--- src/rtl/sgdm_pkg.sv ---
`default_nettype none
package sgdm_pkg;

  // Register stages inside one floating-point multiplier and one adder.
  localparam int MUL_LAT = 3;
  localparam int ADD_LAT = 3;
  // Clock edges from the edge that accepts a word to the edge that takes its result:
  // one input stage, four multiply-then-add steps, one output stage.
  localparam int PIPE_LAT = 2 + 4 * (MUL_LAT + ADD_LAT);

  localparam logic [31:0] FP_ONE  = 32'h3F80_0000;
  localparam logic [31:0] FP_QNAN = 32'h7FC0_0000;
  localparam logic [15:0] BF_QNAN = 16'h7FC0;

  localparam logic [1:0] FMT_FP32  = 2'd0;
  localparam logic [1:0] FMT_SPLIT = 2'd1;
  localparam logic [1:0] FMT_MIXED = 2'd2;

  localparam logic [2:0] REG_MOMENTUM = 3'd0;
  localparam logic [2:0] REG_LR       = 3'd1;
  localparam logic [2:0] REG_DECAY    = 3'd2;
  localparam logic [2:0] REG_DAMP     = 3'd3;
  localparam logic [2:0] REG_NESTEROV = 3'd4;
  localparam logic [2:0] REG_READY    = 3'd5;
  localparam logic [2:0] REG_FORMAT   = 3'd6;

  // Special-value class of a result, carried between arithmetic stages.
  typedef struct packed {
    logic nan;
    logic inf;
    logic inf_sign;
    logic zero;
    logic zero_sign;
  } fp_cls_t;

endpackage
`default_nettype wire

--- src/rtl/sgdm_fmul.sv ---
`default_nettype none
module sgdm_fmul (
  input  logic        clk,
  input  logic [31:0] a,
  input  logic [31:0] b,
  output logic [31:0] y
);
  import sgdm_pkg::*;

  logic [7:0]         ea, eb, ea_eff, eb_eff;
  logic               a_nan, b_nan, a_inf, b_inf, a_zero, b_zero;
  fp_cls_t            cls1_nxt, cls1_r, cls2_r;
  logic               sign1_r, sign2_r;
  logic [47:0]        prod1_r, prod2_r;
  logic signed [10:0] exp1_r;
  logic [5:0]         lz;
  logic signed [10:0] er2_nxt, er2_r, sh2_nxt, sh2_r;
  logic [47:0]        n;
  logic               stx;
  logic [6:0]         rsh;
  logic [30:0]        packed_v;
  logic [7:0]         expf;
  logic               rnd;
  logic [31:0]        y_nxt, y_r;

  // Stage 1: classify operands and form the full significand product.
  always_comb begin
    ea = a[30:23];
    eb = b[30:23];
    ea_eff = (ea == 8'd0) ? 8'd1 : ea;
    eb_eff = (eb == 8'd0) ? 8'd1 : eb;
    a_nan = (&ea) && (|a[22:0]);
    b_nan = (&eb) && (|b[22:0]);
    a_inf = (&ea) && !(|a[22:0]);
    b_inf = (&eb) && !(|b[22:0]);
    a_zero = !(|a[30:0]);
    b_zero = !(|b[30:0]);
    cls1_nxt.nan = a_nan || b_nan || (a_inf && b_zero) || (b_inf && a_zero);
    cls1_nxt.inf = a_inf || b_inf;
    cls1_nxt.inf_sign = a[31] ^ b[31];
    cls1_nxt.zero = a_zero || b_zero;
    cls1_nxt.zero_sign = a[31] ^ b[31];
  end

  always_ff @(posedge clk) begin
    prod1_r <= {|ea, a[22:0]} * {|eb, b[22:0]};
    exp1_r <= $signed({3'b0, ea_eff}) + $signed({3'b0, eb_eff}) - 11'sd127;
    cls1_r <= cls1_nxt;
    sign1_r <= a[31] ^ b[31];
  end

  // Stage 2: leading-zero count and normalizing shift amount.
  always_comb begin
    lz = 6'd48;
    for (int i = 0; i < 48; i++) begin
      if (prod1_r[i]) lz = 6'(47 - i);
    end
    er2_nxt = exp1_r + 11'sd1 - $signed({5'b0, lz});
    sh2_nxt = (er2_nxt >= 11'sd1) ? $signed({5'b0, lz}) : exp1_r;
  end

  always_ff @(posedge clk) begin
    prod2_r <= prod1_r;
    er2_r <= er2_nxt;
    sh2_r <= sh2_nxt;
    cls2_r <= cls1_r;
    sign2_r <= sign1_r;
  end

  // Stage 3: shift, round to nearest even, pack.
  always_comb begin
    rsh = 7'(-sh2_r);
    stx = 1'b0;
    if (sh2_r >= 11'sd0) begin
      n = prod2_r << sh2_r[5:0];
    end else if (rsh >= 7'd48) begin
      n = '0;
      stx = |prod2_r;
    end else begin
      n = prod2_r >> rsh;
      stx = |(prod2_r & ~({48{1'b1}} << rsh));
    end
    expf = (er2_r >= 11'sd1) ? er2_r[7:0] : 8'd0;
    rnd = n[23] && ((|n[22:0]) || stx || n[24]);
    packed_v = {expf, n[46:24]} + {30'd0, rnd};
    if (cls2_r.nan) begin
      y_nxt = FP_QNAN;
    end else if (cls2_r.inf) begin
      y_nxt = {cls2_r.inf_sign, 8'hFF, 23'd0};
    end else if (cls2_r.zero) begin
      y_nxt = {cls2_r.zero_sign, 31'd0};
    end else if (er2_r >= 11'sd255) begin
      y_nxt = {sign2_r, 8'hFF, 23'd0};
    end else begin
      y_nxt = {sign2_r, packed_v};
    end
  end

  always_ff @(posedge clk) begin
    y_r <= y_nxt;
  end

  assign y = y_r;

endmodule
`default_nettype wire

--- config.mk ---
export PLATFORM = sky130hd
export DESIGN_NAME = sgdm_fmul
export DESIGN_NICKNAME = d
export VERILOG_FILES = /design/src/rtl/sgdm_pkg.sv /design/src/rtl/sgdm_fmul.sv
export SDC_FILE = /design/constraint.sdc
export NUM_CORES = 2
export LEC_CHECK = 0
export ABC_AREA = 1
export BUFFER_PORTS_ARGS = -buffer_cell sky130_fd_sc_hd__buf_2
export CAP_MARGIN = 20
export CORE_ASPECT_RATIO = 0.6
export CORE_MARGIN = 2
export CORE_UTILIZATION = 40
export DETAILED_ROUTE_END_ITERATION = 8
export GPL_TIMING_DRIVEN = 0
export PLACE_DENSITY = 0.62
export SLEW_MARGIN = 40
export SYNTH_ARGS = -nofsm -noshare
export SYNTH_HDL_FRONTEND = slang
export SYNTH_SLANG_ARGS = --single-unit
--- constraint.sdc ---
create_clock -name clk -period 8.2 [get_ports clk]
set_clock_uncertainty 0.2 [all_clocks]
set_input_delay 0.41 -clock clk [delete_from_list [all_inputs] [get_ports clk]]
set_output_delay 0.41 -clock clk [all_outputs]
set_load 0.05 [all_outputs]
==> out/qor.log <==
[placed_design] total half-perimeter wirelength after legalization and detailed placement 106 mm
[synth] largest cells by area after synthesis fa_1 (32%), nand2_1 (13%), inv_1 (12%)
[routing] Via-to-Cell Ratio 5.40
[setup_path] critical path capture point type flop
[floorplan] number of ports placed on the die boundary 97
[synth] top cell type by total area after synthesis fa_1
[hold_path] type of the worst min-delay path reg2reg
[setup_path] critical path data required time 8.41 ns
[synth] Mapped Area 0.0302 mm²
[cts] buffer type at the clock tree root clkbuf_16
[synth] mean area per synthesized cell 7.20 µm²
[hold_path] Hold Path End cls2_r[3]$_DFF_P_
[cells_and_area] final std cells w/o fill 5275
[setup_path] endpoint of the most critical register-to-register path y[30]$_SDFF_PP1_
[sta] number of endpoints failing setup at the final stage 0
[cts] maximum buffer depth of the clock tree 2
[global_route] via count of the first global-routing pass 27500
[hold_path] depth of the worst hold-timing path 0
[sta] number of pins with negative max-slew slack in the final report 0
[placed_design] Post-Place Setup Slack -1.17 ns
[cells_and_area] share of cells above drive strength 1 6.09%
[sta] fin crit share 97.7%
[global_route] antenna violations before repair 4
[global_route] met2 usage 38.2%
[floorplan] y dimension of the die 217 µm
[cts] insertion delay of the later-clocked pin in the worst-skew pair 0.47 ns
[placed_design] placed cells 5235
[synth] Post-synth EDFFs 0
[synth] #FFs+latches synth 165
[synth] primary flip-flop cell chosen by synthesis mapping dfxtp_1
[hold_path] worst hold start cls1_r[3]$_DFF_P_
[run] max capacitance violation total 0
[cts] clock tree from TritonCTS yes
[global_route] wire length of the first global-routing pass 185 mm
[setup_path] Worst path most repeated cell fa_1
[synth] synth unique cells 71
[setup_path] CP startpoint kind input pin
[sta] post-layout min period 8.01 ns
[floorplan] floorplan row count 77
[synth] number of warning messages in the yosys log 0
[global_route] largest net degree at the start of global routing 20
[cts] clock buffer count from CTS 17
[global_route] met1 demand-to-capacity share in global routing 51.9%
[synth] Synth top cells by count nand2_1 (1058), inv_1 (971), fa_1 (484)
[floorplan] area of the placeable core 0.0742 mm²
[setup_path] worst-path cell with the longest stage delay fa_1
[synth] portion of the post-synthesis area used by sequential elements 10.9%
[setup_path] maximum fanout along the worst path 10
[routing] wire length per cell after detailed routing 23.7 µm
[global_route] overflow left after global routing 0
[synth] Yosys top cell area share 32.1%
[synth] number of instances in the synthesized netlist 4193
[routing] DRC Markers 0
[routing] Detailed Routing Iterations Pass 1 8
[routing] routed wire length 125 mm
[sta] worst setup slack after layout 0.188 ns
[global_route] highest-utilization routing layer at the global route stage met1
[setup_path] critical path type in2reg
[floorplan] Initial Utilization 40.7%
[synth] most frequently used cell type in the post-synthesis netlist nand2_1
[run_status] outcome finished, final reports clean
[cells_and_area] area added between synthesis and finish 7.93%
[placed_design] Placed Area 0.0318 mm²
[routing] count of antenna-violating nets left after detailed routing 0
[setup_path] Critical Path Max Stage Delay 0.59 ns
[setup_path] reg-to-reg critical path startpoint sh2_r[0]$_DFF_P_
[global_route] fraction of met3 tracks used by global routing 17.2%
[global_route] global-route total usage across every layer 32.8%
[routing] number of DRC violations after detailed-routing iteration 0 3335
[sta] Hold Fails Final Rpt 0
[routing] via total after detailed routing 28500
[setup_path] worst path arrival time 8.22 ns
[cts] CTS H-tree lvls 4
[placed_design] RD Place Congestion 1.12
[setup_path] reg-to-reg setup timing slack 0.40 ns
[floorplan] overall die width 359 µm
[synth] post-synthesis net count 4951
[sta] Fmax 125 MHz
[cts] clock slew at the register clock pins of the worst setup and hold paths 0.08 ns
[cells_and_area] post-route standard cell area excluding fillers 0.0326 mm²
[synth] Post-synth ARST share 0%
[setup_path] number of cells on the worst reg-to-reg path 34
[sta] remaining max-slew budget at the tightest pin 35.2%
[cts] CTS sink cnt 165
[sta] transition time at the pin with the least slew margin 0.961 ns
[cells_and_area] Final #Nets 5029
[placed_design] PortBufs 54
[floorplan] die outline area 0.0778 mm²
[metrics by stage]
step                      hold slack, ns  TNS (ns)  util [%]
after floorplan                    0.110         0         -
after global placement             0.110    -12.80      42.7
after detailed placement           0.112    -12.63      42.8
after CTS                          0.131         0      43.8
after global routing               0.139   -0.0302      43.9
final                              0.131         0      43.9
[cell type report]
class	instances	area (µm²)
multi-input combinational	2811	22400
fill	7819	41600
timing repair buffer	60	324
tap	987	1230
clock inverter	14	178
sequential	165	3300
antenna	4	10.0
buffer	225	1020
clock buffer	18	439
inverter	991	3730
[worst max-delay path, delay by kind of cell]
family                   cells  cell delay [ns]
AO/OA/AOI/OAI                9             1.87
buffers and inverters        7             0.97
AND/OR/NAND/NOR              7             0.89
XOR/XNOR                     1             0.15
adder cells (fa/ha/maj)      8             3.89
[repair_timing]
| action | 4_1_cts | 5_1_grt |
|---|---|---|
| hold endpoints to repair | 1 | 0 |
| hold buffers | 2 | 0 |
| resized for setup | 47 | 83 |
| setup buffers | 0 | 2 |
| setup endpoints to repair | 15 | 11 |
| pin swaps | 0 | 1 |
[routing by layer]
layer  part of all wire [%]  up-vias  wire (µm)
met4                    1.2        4       1540
li1                       -    12800          -
met1                     48    13800      60400
met3                     17      117      21600
met5                  0.064        -         80
met2                     33     1748      41600
[cells in the final DEF, fill, tap and decap left out, types with 28 or more instances in the layout]
master and count:
a21oi_1 133, dfxtp_1 165, nor4_1 28, buf_2 74, nand3_1 67, xor2_1 46
fa_1 484, nor2_1 235, ha_1 209, inv_1 971, clkbuf_1 105, o21ai_0 232
clkbuf_2 73, o21ai_1 35, nand2_1 1058
[worst max path at each step]
stage | slack [ns] | endpoint | startpoint
floorplan | 0.93 | prod1_r[46]$_DFF_P_ | a[6]
global placement | -1.19 | prod1_r[46]$_DFF_P_ | b[6]
detailed placement | -1.17 | prod1_r[46]$_DFF_P_ | b[3]
CTS | 0.02 | prod1_r[46]$_DFF_P_ | a[2]
global route | -0.03 | prod1_r[46]$_DFF_P_ | b[0]
finish | 0.19 | prod1_r[46]$_DFF_P_ | a[14]
[registers in the layout, indices dropped and copies added, names as in the netlist]
register,count
er2_r,11
cls2_r,3
prod1_r,48
sh2_r,8
y,32
sign1_r,1
cls1_r,3
sign2_r,1
exp1_r,10
prod2_r,48
[kinds of logic after synthesis]
group | after synthesis | share of synthesized area [%]
fa+ha+maj | 693 | 40.7
compound gates | 542 | 10.2
buf+inv | 1217 | 15.3
simple gates | 1489 | 20.2
mux | 25 | 0.828
xor+xnor | 62 | 1.86
flops | 165 | 10.9
Power is not shown: default switching activity piles up to over one toggle a cycle in this logic, so the estimate is an artifact.
