===== src/rtl/sgdm_pkg.sv =====
`default_nettype none
package sgdm_pkg;

  // Register stages inside one floating-point multiplier and one adder.
  localparam int MUL_LAT = 3;
  localparam int ADD_LAT = 3;
  // Clock edges from the edge that accepts a word to the edge that takes its result:
  // one input stage, four multiply-then-add steps, one output stage.
  localparam int PIPE_LAT = 2 + 4 * (MUL_LAT + ADD_LAT);

  localparam logic [31:0] FP_ONE  = 32'h3F80_0000;
  localparam logic [31:0] FP_QNAN = 32'h7FC0_0000;
  localparam logic [15:0] BF_QNAN = 16'h7FC0;

  localparam logic [1:0] FMT_FP32  = 2'd0;
  localparam logic [1:0] FMT_SPLIT = 2'd1;
  localparam logic [1:0] FMT_MIXED = 2'd2;

  localparam logic [2:0] REG_MOMENTUM = 3'd0;
  localparam logic [2:0] REG_LR       = 3'd1;
  localparam logic [2:0] REG_DECAY    = 3'd2;
  localparam logic [2:0] REG_DAMP     = 3'd3;
  localparam logic [2:0] REG_NESTEROV = 3'd4;
  localparam logic [2:0] REG_READY    = 3'd5;
  localparam logic [2:0] REG_FORMAT   = 3'd6;

  // Special-value class of a result, carried between arithmetic stages.
  typedef struct packed {
    logic nan;
    logic inf;
    logic inf_sign;
    logic zero;
    logic zero_sign;
  } fp_cls_t;

endpackage
`default_nettype wire


===== src/rtl/sgdm_fadd.sv =====
`default_nettype none
module sgdm_fadd (
  input  logic        clk,
  input  logic [31:0] a,
  input  logic [31:0] b,
  output logic [31:0] y
);
  import sgdm_pkg::*;

  logic [7:0]        ea, eb, e_big, e_sml, d;
  logic              a_nan, b_nan, a_inf, b_inf, a_big;
  logic [31:0]       big, sml;
  logic [26:0]       m_big, m_sml, sh_sml, sml_al;
  logic              stk;
  fp_cls_t           cls1_nxt, cls1_r, cls2_r;
  logic [26:0]       big1_r, sml1_r;
  logic [7:0]        exp1_r;
  logic              sign1_r, sub1_r, sign2_r;
  logic [27:0]       sum, sum2_r;
  logic [4:0]        lz;
  logic signed [9:0] er2_nxt, er2_r;
  logic [4:0]        sh2_nxt, sh2_r;
  logic [27:0]       n;
  logic [7:0]        expf;
  logic              rnd;
  logic [30:0]       packed_v;
  logic [31:0]       y_nxt, y_r;

  // Stage 1: classify, order by magnitude, align the smaller operand.
  always_comb begin
    ea = a[30:23];
    eb = b[30:23];
    a_nan = (&ea) && (|a[22:0]);
    b_nan = (&eb) && (|b[22:0]);
    a_inf = (&ea) && !(|a[22:0]);
    b_inf = (&eb) && !(|b[22:0]);
    a_big = a[30:0] >= b[30:0];
    big = a_big ? a : b;
    sml = a_big ? b : a;
    e_big = (big[30:23] == 8'd0) ? 8'd1 : big[30:23];
    e_sml = (sml[30:23] == 8'd0) ? 8'd1 : sml[30:23];
    d = e_big - e_sml;
    m_big = {|big[30:23], big[22:0], 3'b000};
    m_sml = {|sml[30:23], sml[22:0], 3'b000};
    if (d >= 8'd27) begin
      sh_sml = '0;
      stk = |m_sml;
    end else begin
      sh_sml = m_sml >> d[4:0];
      stk = |(m_sml & ~({27{1'b1}} << d[4:0]));
    end
    sml_al = {sh_sml[26:1], sh_sml[0] | stk};
    cls1_nxt.nan = a_nan || b_nan || (a_inf && b_inf && (a[31] ^ b[31]));
    cls1_nxt.inf = a_inf || b_inf;
    cls1_nxt.inf_sign = a_inf ? a[31] : b[31];
    cls1_nxt.zero = 1'b0;
    cls1_nxt.zero_sign = a[31] && b[31];
  end

  always_ff @(posedge clk) begin
    big1_r <= m_big;
    sml1_r <= sml_al;
    exp1_r <= e_big;
    sign1_r <= big[31];
    sub1_r <= a[31] ^ b[31];
    cls1_r <= cls1_nxt;
  end

  // Stage 2: add or subtract, count leading zeros.
  always_comb begin
    sum = sub1_r ? ({1'b0, big1_r} - {1'b0, sml1_r}) : ({1'b0, big1_r} + {1'b0, sml1_r});
    lz = 5'd28;
    for (int i = 0; i < 28; i++) begin
      if (sum[i]) lz = 5'(27 - i);
    end
    er2_nxt = $signed({2'b0, exp1_r}) + 10'sd1 - $signed({5'b0, lz});
    sh2_nxt = (er2_nxt >= 10'sd1) ? lz : exp1_r[4:0];
  end

  always_ff @(posedge clk) begin
    sum2_r <= sum;
    er2_r <= er2_nxt;
    sh2_r <= sh2_nxt;
    sign2_r <= sign1_r;
    cls2_r <= '{nan: cls1_r.nan, inf: cls1_r.inf, inf_sign: cls1_r.inf_sign,
                zero: (sum == 28'd0), zero_sign: cls1_r.zero_sign};
  end

  // Stage 3: normalize, round to nearest even, pack.
  always_comb begin
    n = sum2_r << sh2_r;
    expf = (er2_r >= 10'sd1) ? er2_r[7:0] : 8'd0;
    rnd = n[3] && ((|n[2:0]) || n[4]);
    packed_v = {expf, n[26:4]} + {30'd0, rnd};
    if (cls2_r.nan) begin
      y_nxt = FP_QNAN;
    end else if (cls2_r.inf) begin
      y_nxt = {cls2_r.inf_sign, 8'hFF, 23'd0};
    end else if (cls2_r.zero) begin
      y_nxt = {cls2_r.zero_sign, 31'd0};
    end else if (er2_r >= 10'sd255) begin
      y_nxt = {sign2_r, 8'hFF, 23'd0};
    end else begin
      y_nxt = {sign2_r, packed_v};
    end
  end

  always_ff @(posedge clk) begin
    y_r <= y_nxt;
  end

  assign y = y_r;

endmodule
`default_nettype wire


===== config.mk =====
export PLATFORM = sky130hd
export DESIGN_NAME = sgdm_fadd
export DESIGN_NICKNAME = d
export VERILOG_FILES = /design/src/rtl/sgdm_pkg.sv /design/src/rtl/sgdm_fadd.sv
export SDC_FILE = /design/constraint.sdc
export NUM_CORES = 1
export LEC_CHECK = 0
export ABC_AREA = 1
export BUFFER_PORTS_ARGS = -buffer_cell sky130_fd_sc_hd__clkbuf_2
export CORE_MARGIN = 1
export CORE_UTILIZATION = 46
export CTS_CLUSTER_DIAMETER = 50
export DETAILED_ROUTE_END_ITERATION = 6
export GPL_TIMING_DRIVEN = 0
export PLACE_DENSITY = 0.66
export SYNTH_ARGS = -nofsm -noshare
export SYNTH_HDL_FRONTEND = slang
export SYNTH_SLANG_ARGS = --single-unit

===== constraint.sdc =====
create_clock -name clk -period 4.8 [get_ports clk]
set_input_delay 0.24 -clock clk [delete_from_list [all_inputs] [get_ports clk]]
set_output_delay 0.24 -clock clk [all_outputs]
set_load 0.02 [all_outputs]

==> flow_summary_export.csv, run 1 <==
group,metric,value,unit
synth,syn-cell-area,12200,um2
clocking,cts_tree,"built",
setup_path,path_common_cell,"nor2_1",
finish,area_growth,23.8,%
sta,final_max_slew_viol_count,0,
grt,grt_pass1_wl,63000,um
drt,vias,13600,
sta,min_period,5.29,ns
synth,syn_inst,1974,
drt,drc,0,
drt,wl_per_cell,16.6,um
grt,overflow,0,
setup_path,critical_path.startpoint_type,"register",
setup_path,end_kind,"register",
outcome,failed_checks,"setup timing",
power,power_density,542,nW/um2
place,dpl.hpwl,32100,um
die,die_area,27200,um2
run,maxCapViolCount,0,
synth,avgSynthCellArea,6.20,um2
die,io_pins,97,
clocking,cts-root-buf,"clkbuf_16",
place,placement.io_buffers,96,
place,gp_congestion,0.955,
setup_path,cp.arrival,5.62,ns
power,swShare,50.2,%
drt,drt_wl_total,41200,um
synth,ys_ff_latch,145,
setup_path,cp.required,5.13,ns
die,floorplan.die.height,165,um
synth,synth.largest_area_cell,"dfxtp_1",
synth,synthFlopType,"dfxtp_1",
synth,synthArstFlopShare,0,%
drt,ant_nets,0,
synth,syn-num-nets,2144,
setup_path,crit_fanout,6,
finish,num-nets-final,2305,
power,peakVddDrop,0.367,mV
finish,fillCellCount,2524,
clocking,worstSkewPairLatency,0.44,ns
setup_path,critPathSlowestCell,"dfxtp_1",
finish,drive_gt1_share,20.3,%
power,p_int,4.09,mW
die,start_util,46.9,%
grt,grt_usage,29.8,%
clocking,cts.sinks,145,
sta,fmax,0.189,GHz
die,fp.coreArea,26100,um2
synth,synth_edf_count,0,
power,p_seq_share,21.3,%
power,cellLeakagePower,7.26,nW
clocking,htreeDepth,4,
synth,synth.most_common_cell,"nand2_1",
sta,rsz0062_at_grt,"true",
drt,viasPerCell,5.49,
sta,hold-worst-slack,0.0468,ns
finish,final_core_util,58.1,%
worst_hold_path,hp-class,"in -> reg",
sta,skew,0.00930,ns
clocking,path_clk_slew,0.06,ns
finish,diodes,0,
synth,synthTopCellsByArea,"dfxtp_1, nand2_1, ha_1",
die,die_w,165,um
sta,final-setup-viol-count,5,
grt,grt_pass1_vias,12300,
clocking,cts_inserted_buffers,17,
setup_path,max_stage_delay,0.35,ns
synth,synth.yosys.seq_area_share,23.7,%
sta,hold_viol_final,0,
grt,grt_max_degree,20,
sta,maxSlewHeadroom,35.9,%
synth,ys.warnings.count,0,
synth,yosys-top-cells-count,"nand2_1, inv_1, o21ai_0",
power,pwr-share-clk,16.1,%
power,pwr-share-comb,62.6,%
outcome,status,"complete, but fails checks",
grt,antenna_found_initial,2,
drt,first_pass_iters,5,
clocking,cts_buffer_depth,2,
sta,max_slew.worst_pin.slew,0.951,ns
setup_path,timing_worst_setup_path_type,"reg -> reg",
synth,yosys.area.top_type_share,23.7,%
power,switchingPower,4.12,mW
die,rows,59,
sta,setup_ws,-0.494,ns
sta,fin_crit_sh,110,%
drt,drt_iter0_drc,1018,
synth,synth_cell_type_count,65,
[per-stage QoR]
stage	setup WS (ns)	instance area [um2]	TNS, ns	instances	power [mW]
final	-0.494	15100	-2.34	2482	8.21
after global routing	-0.836	15100	-4.37	2482	8.90
after CTS	-0.224	14300	-1.05	2457	7.79
after detailed placement	-2.26	13100	-57.75	2405	6.15
after global placement	-2.16	13100	-52.64	2405	6.12
after floorplan	0.0580	12200	0	1974	4.98
[worst max-delay path, delay by kind of cell, from the launching register on]
kind                     cells  cell delay, ns
AO/OA/AOI/OAI               11            1.67
AND/OR/NAND/NOR             15            1.56
adder cells (fa/ha/maj)      3            0.78
buffers and inverters        5            0.46
XOR/XNOR                     2            0.38
flip-flops                   1            0.35
[metal layers]
layer / share of wire [%] / global-route usage (%) / up-vias
met5: 0 / 0 / -
met4: 3.0 / 10.4 / 0
met3: 5.4 / 3.20 / 67
met2: 46 / 49.4 / 473
met1: 46 / 40.0 / 6271
li1: - / - / 6816
[logic make-up after synthesis]
logic type                 after synthesis  synth area share [%]
AOI/OAI and AO/OA                      417                  18.7
xor gates and xnor gates                33                  2.36
adders and majority gates              105                  10.9
buffers and inverters                  329                  10.5
DFF                                    145                  23.7
muxes                                    5                 0.409
and+or+nand+nor                        940                  33.3
[cell usage in the layout (no fill, tap or decap), types with 10 or more instances in the layout]
cell / n
inv_1: 233
buf_4: 50
ha_1: 74
a21oi_1: 90
nand3_2: 12
nor4_1: 20
o21ai_2: 17
dfxtp_1: 140
ha_4: 22
a21oi_2: 19
nor2_1: 119
clkbuf_16: 17
nand4_1: 36
nor2_4: 14
o211ai_1: 17
clkbuf_2: 103
xor2_1: 27
inv_2: 20
buf_6: 10
nand2_2: 40
o21ai_0: 170
clkbuf_1: 34
nor2_2: 12
nand3_1: 78
o21ai_1: 43
nand2_1: 535
nor3_1: 22
[sequential cells by signal, indices dropped and copies added (netlist names)]
signal   cells
y           32
sml1_r      27
sum2_r      27
big1_r      24
er2_r       10
exp1_r       8
cls2_r       5
sh2_r        5
cls1_r       4
sign1_r      1
sign2_r      1
sub1_r       1
[final timing paths]
path	from	end	slack, ns	depth (start not counted)
min	a[31]	sign1_r	0.05	3
max	sml1_r[10]	sh2_r[4]	-0.49	36
max reg2reg	sml1_r[10]	sh2_r[4]	-0.49	36
min reg2reg	cls1_r[2]	cls2_r[2]	0.33	0
[power by group through the flow]
stage               Clock [mW]  Combinational, mW  Sequential, mW
global route              1.39               5.71            1.79
detailed placement           0               4.39            1.76
global placement             0               4.37            1.76
CTS                       1.34               4.70            1.74
floorplan                    0               3.12            1.85
finish                    1.32               5.14            1.75
[cell type report]
type	count	area (um2)	area share, %
multi-input cells	1500	8990	59.4
flip-flops and latches	145	2910	19.2
inverters	259	986	6.51
repair buffers	148	906	5.98
clock buffers	20	447	2.95
well taps	335	419	2.77
plain buffers	64	350	2.31
clock inverters	11	131	0.868
[repair_timing]
| action | CTS | global route |
|---|---|---|
| resized for setup | 134 | 157 |
| pin swaps | 29 | 74 |
| hold buffers | 0 | 0 |
| setup endpoints to repair | 33 | 34 |
| buffers inserted | 27 | 26 |
Power figures use the tool's default switching activity.
==> inputs of run 2 (changes only) <==
--- a/config.mk
+++ b/config.mk
@@ -8,10 +8,12 @@
 export ABC_AREA = 1
 export BUFFER_PORTS_ARGS = -buffer_cell sky130_fd_sc_hd__clkbuf_2
+export CELL_PAD_IN_SITES_DETAIL_PLACEMENT = 1
+export CELL_PAD_IN_SITES_GLOBAL_PLACEMENT = 1
 export CORE_MARGIN = 1
-export CORE_UTILIZATION = 46
+export CORE_UTILIZATION = 39
 export CTS_CLUSTER_DIAMETER = 50
 export DETAILED_ROUTE_END_ITERATION = 6
 export GPL_TIMING_DRIVEN = 0
-export PLACE_DENSITY = 0.66
+export PLACE_DENSITY_LB_ADDON = 0.1
 export SYNTH_ARGS = -nofsm -noshare
 export SYNTH_HDL_FRONTEND = slang
==> constraint.sdc (replaced) <==
create_clock -name clk -period 4.8 [get_ports clk]
set_input_delay 0.96 -clock clk [delete_from_list [all_inputs] [get_ports clk]]
set_output_delay 0.96 -clock clk [all_outputs]
set_load 0.02 [all_outputs]
==> run 2 against run 1 <==
- the flow finishes with violations (DRC, setup timing)
- power rose by 10%
- hold slack improved by 0.28 ns
- first-iteration DRC count shrank 25%
- wire length increased by 24%
- die area rose by 18%
- fmax down 4.5%
- clock skew rose by 0.0028 ns
- final area up 8.7%
- count of clock-buffer cells in the layout shrank 1
- register-to-register slack got worse by 0.20 ns
==> flow_summary_export.csv, run 2 (synthesized netlist as in run 1, its figures left out) <==
group,metric,value,unit
sta,final-setup-viol-count,32,
drt,drt_wl_total,51200,um
grt,overflow,0,
die,rows,64,
sta,setup_ws,-0.741,ns
drt,drc,2,
clocking,htreeDepth,4,
setup_path,critPathSlowestCell,"nor4_4",
sta,hold-worst-slack,0.331,ns
grt,grt_pass1_wl,75500,um
power,peakVddDrop,0.279,mV
finish,stdcell_area,16500,um2
drt,drt_iter0_drc,759,
place,gp_congestion,0.985,
power,cellLeakagePower,7.60,nW
drt,wl_per_cell,19.8,um
drt,viasPerCell,5.51,
sta,max_slew.worst_pin.slew,1.16,ns
setup_path,cp.required,5.15,ns
outcome,failed_checks,"DRC, setup timing",
die,floorplan.die.height,179,um
grt,grt_pass1_vias,14400,
setup_path,cp.arrival,5.89,ns
setup_path,r2r_slack,-0.69,ns
finish,drive_gt1_share,26.9,%
sta,hold_viol_final,0,
sta,min_period,5.54,ns
run,maxCapViolCount,0,
place,dpl.hpwl,37200,um
die,start_util,39.8,%
setup_path,r2r_cells,36,
clocking,worstSkewPairLatency,0.45,ns
die,die_area,32100,um2
finish,largest_reg_flops,32,
worst_hold_path,hold_end,"cls2_r[2]",
grt,grt_max_degree,20,
finish,seq_area,2920,um2
sta,fmax,0.180,GHz
clocking,cts_inserted_buffers,17,
setup_path,timing_worst_setup_path_type,"in -> reg",
grt,antenna_found_initial,1,
worst_hold_path,holdCritStartpoint,"cls1_r[2]",
finish,area_growth,34.6,%
drt,vias,14200,
setup_path,crit_fanout,19,
finish,multi_input_area,9670,um2
die,fp.coreArea,30700,um2
place,placed_area,13500,um2
clocking,path_clk_slew,0.07,ns
clocking,cts_buffer_depth,2,
drt,first_pass_iters,7,
setup_path,critical_path.startpoint_type,"input port",
setup_path,r2r-end,"sh2_r[4]",
outcome,status,"complete, but fails checks",
die,io_pins,97,
finish,fillCellCount,4042,
finish,final_common_cell,"nand2_1",
sta,skew,0.0121,ns
finish,diodes,0,
finish,final_cell_mix,"nand2_1, inv_1, o21ai_0",
finish,num-nets-final,2342,
sta,maxSlewHeadroom,21.6,%
sta,fin_crit_sh,115,%
worst_hold_path,hp-class,"reg -> reg",
place,placement.io_buffers,96,
sta,setup-tns-final,-19.28,ns
sta,final_max_slew_viol_count,0,
worst_hold_path,hold_depth,0,
setup_path,worstReg2RegStart,"sml1_r[8]",
clocking,cts-root-buf,"clkbuf_16",
power,power_density,549,nW/um2
grt,grt_usage,30.3,%
setup_path,end_kind,"register",
clocking,cts.sinks,145,
sta,rsz0062_at_grt,"true",
setup_path,path_common_cell,"nand3_2",
setup_path,max_stage_delay,0.40,ns
clocking,cts_tree,"built",
drt,ant_nets,0,
die,die_w,179,um
-- run 2: cell types whose count changed in the layout (fill, tap and decap cells not counted), moves of 10 or more --
cell      previous run  this run
nor2_1             119       109
inv_1              233       215
nand2_1            535       517
a21oi_1             90        79
ha_4                22        39
buf_4               50        74
clkbuf_2           103        91
ha_1                74        54
buf_6               10        21
nand2_2             40        50
o21ai_0            170       149
-- run 2: worst max-delay path: cells and delay by family --
| family | cells | cell delay (ns) |
|---|---|---|
| xor+xnor | 1 | 0.15 |
| buf+inv | 8 | 1.01 |
| fa+ha+maj | 2 | 0.51 |
| simple gates | 12 | 1.95 |
| compound gates | 10 | 1.27 |
-- run 2: power breakdown --
| group | total, mW | switching [mW] | internal [mW] |
|---|---|---|---|
| registers | 1.77 | 0.207 | 1.56 |
| logic | 5.88 | 3.86 | 2.02 |
| clock network | 1.39 | 0.602 | 0.790 |
| total | 9.05 | 4.67 | 4.37 |
-- run 2: what timing repair did --
action,4_1_cts,5_1_grt
cloned,2,0
hold buffers,0,0
gates resized for setup,239,196
setup buffers,62,30
setup endpoints to repair,36,35
pin swaps,72,87
-- run 2: routing by layer --
layer | vias to the layer above | routed length, um | global-route usage, %
met2 | 363 | 25200 | 52.6
met4 | 0 | 2010 | 10.9
li1 | 6900 | - | -
met1 | 6839 | 22200 | 38.7
met3 | 115 | 1780 | 3.12
met5 | - | 0 | 0
-- run 2: worst max-delay path by stage --
stage                 end       from  depth (start not counted)
2_1_floorplan  sml1_r[14]       b[2]                         33
3_3_place_gp    sml1_r[1]       b[2]                         31
3_5_place_dp    sml1_r[1]       b[2]                         31
4_1_cts          sh2_r[0]  sml1_r[3]                         37
5_1_grt          sh2_r[4]  sml1_r[6]                         43
6_report        sml1_r[8]       b[6]                         33
-- run 2: cell type report --
| class | instances | share of cell area [%] |
|---|---|---|
| clock buffers | 19 | 2.69 |
| repair buffers | 186 | 7.94 |
| plain buffers | 63 | 2.61 |
| inverters | 259 | 6.41 |
| flip-flops and latches | 145 | 17.7 |
| well taps | 396 | 3.01 |
| multi-input cells | 1500 | 58.7 |
| clock inverters | 13 | 0.935 |
-- run 2: stage by stage --
step           power [mW]  utilization [%]  setup slack (ns)  std cells
5_1_grt              9.73             53.5             -1.00       2581
2_1_floorplan        5.04                -           -0.0705       1974
3_3_place_gp         6.30             43.8             -2.15       2466
6_report             9.05             53.5            -0.741       2581
3_5_place_dp         6.41             43.8             -2.17       2466
4_1_cts              8.48             50.4            -0.372       2557
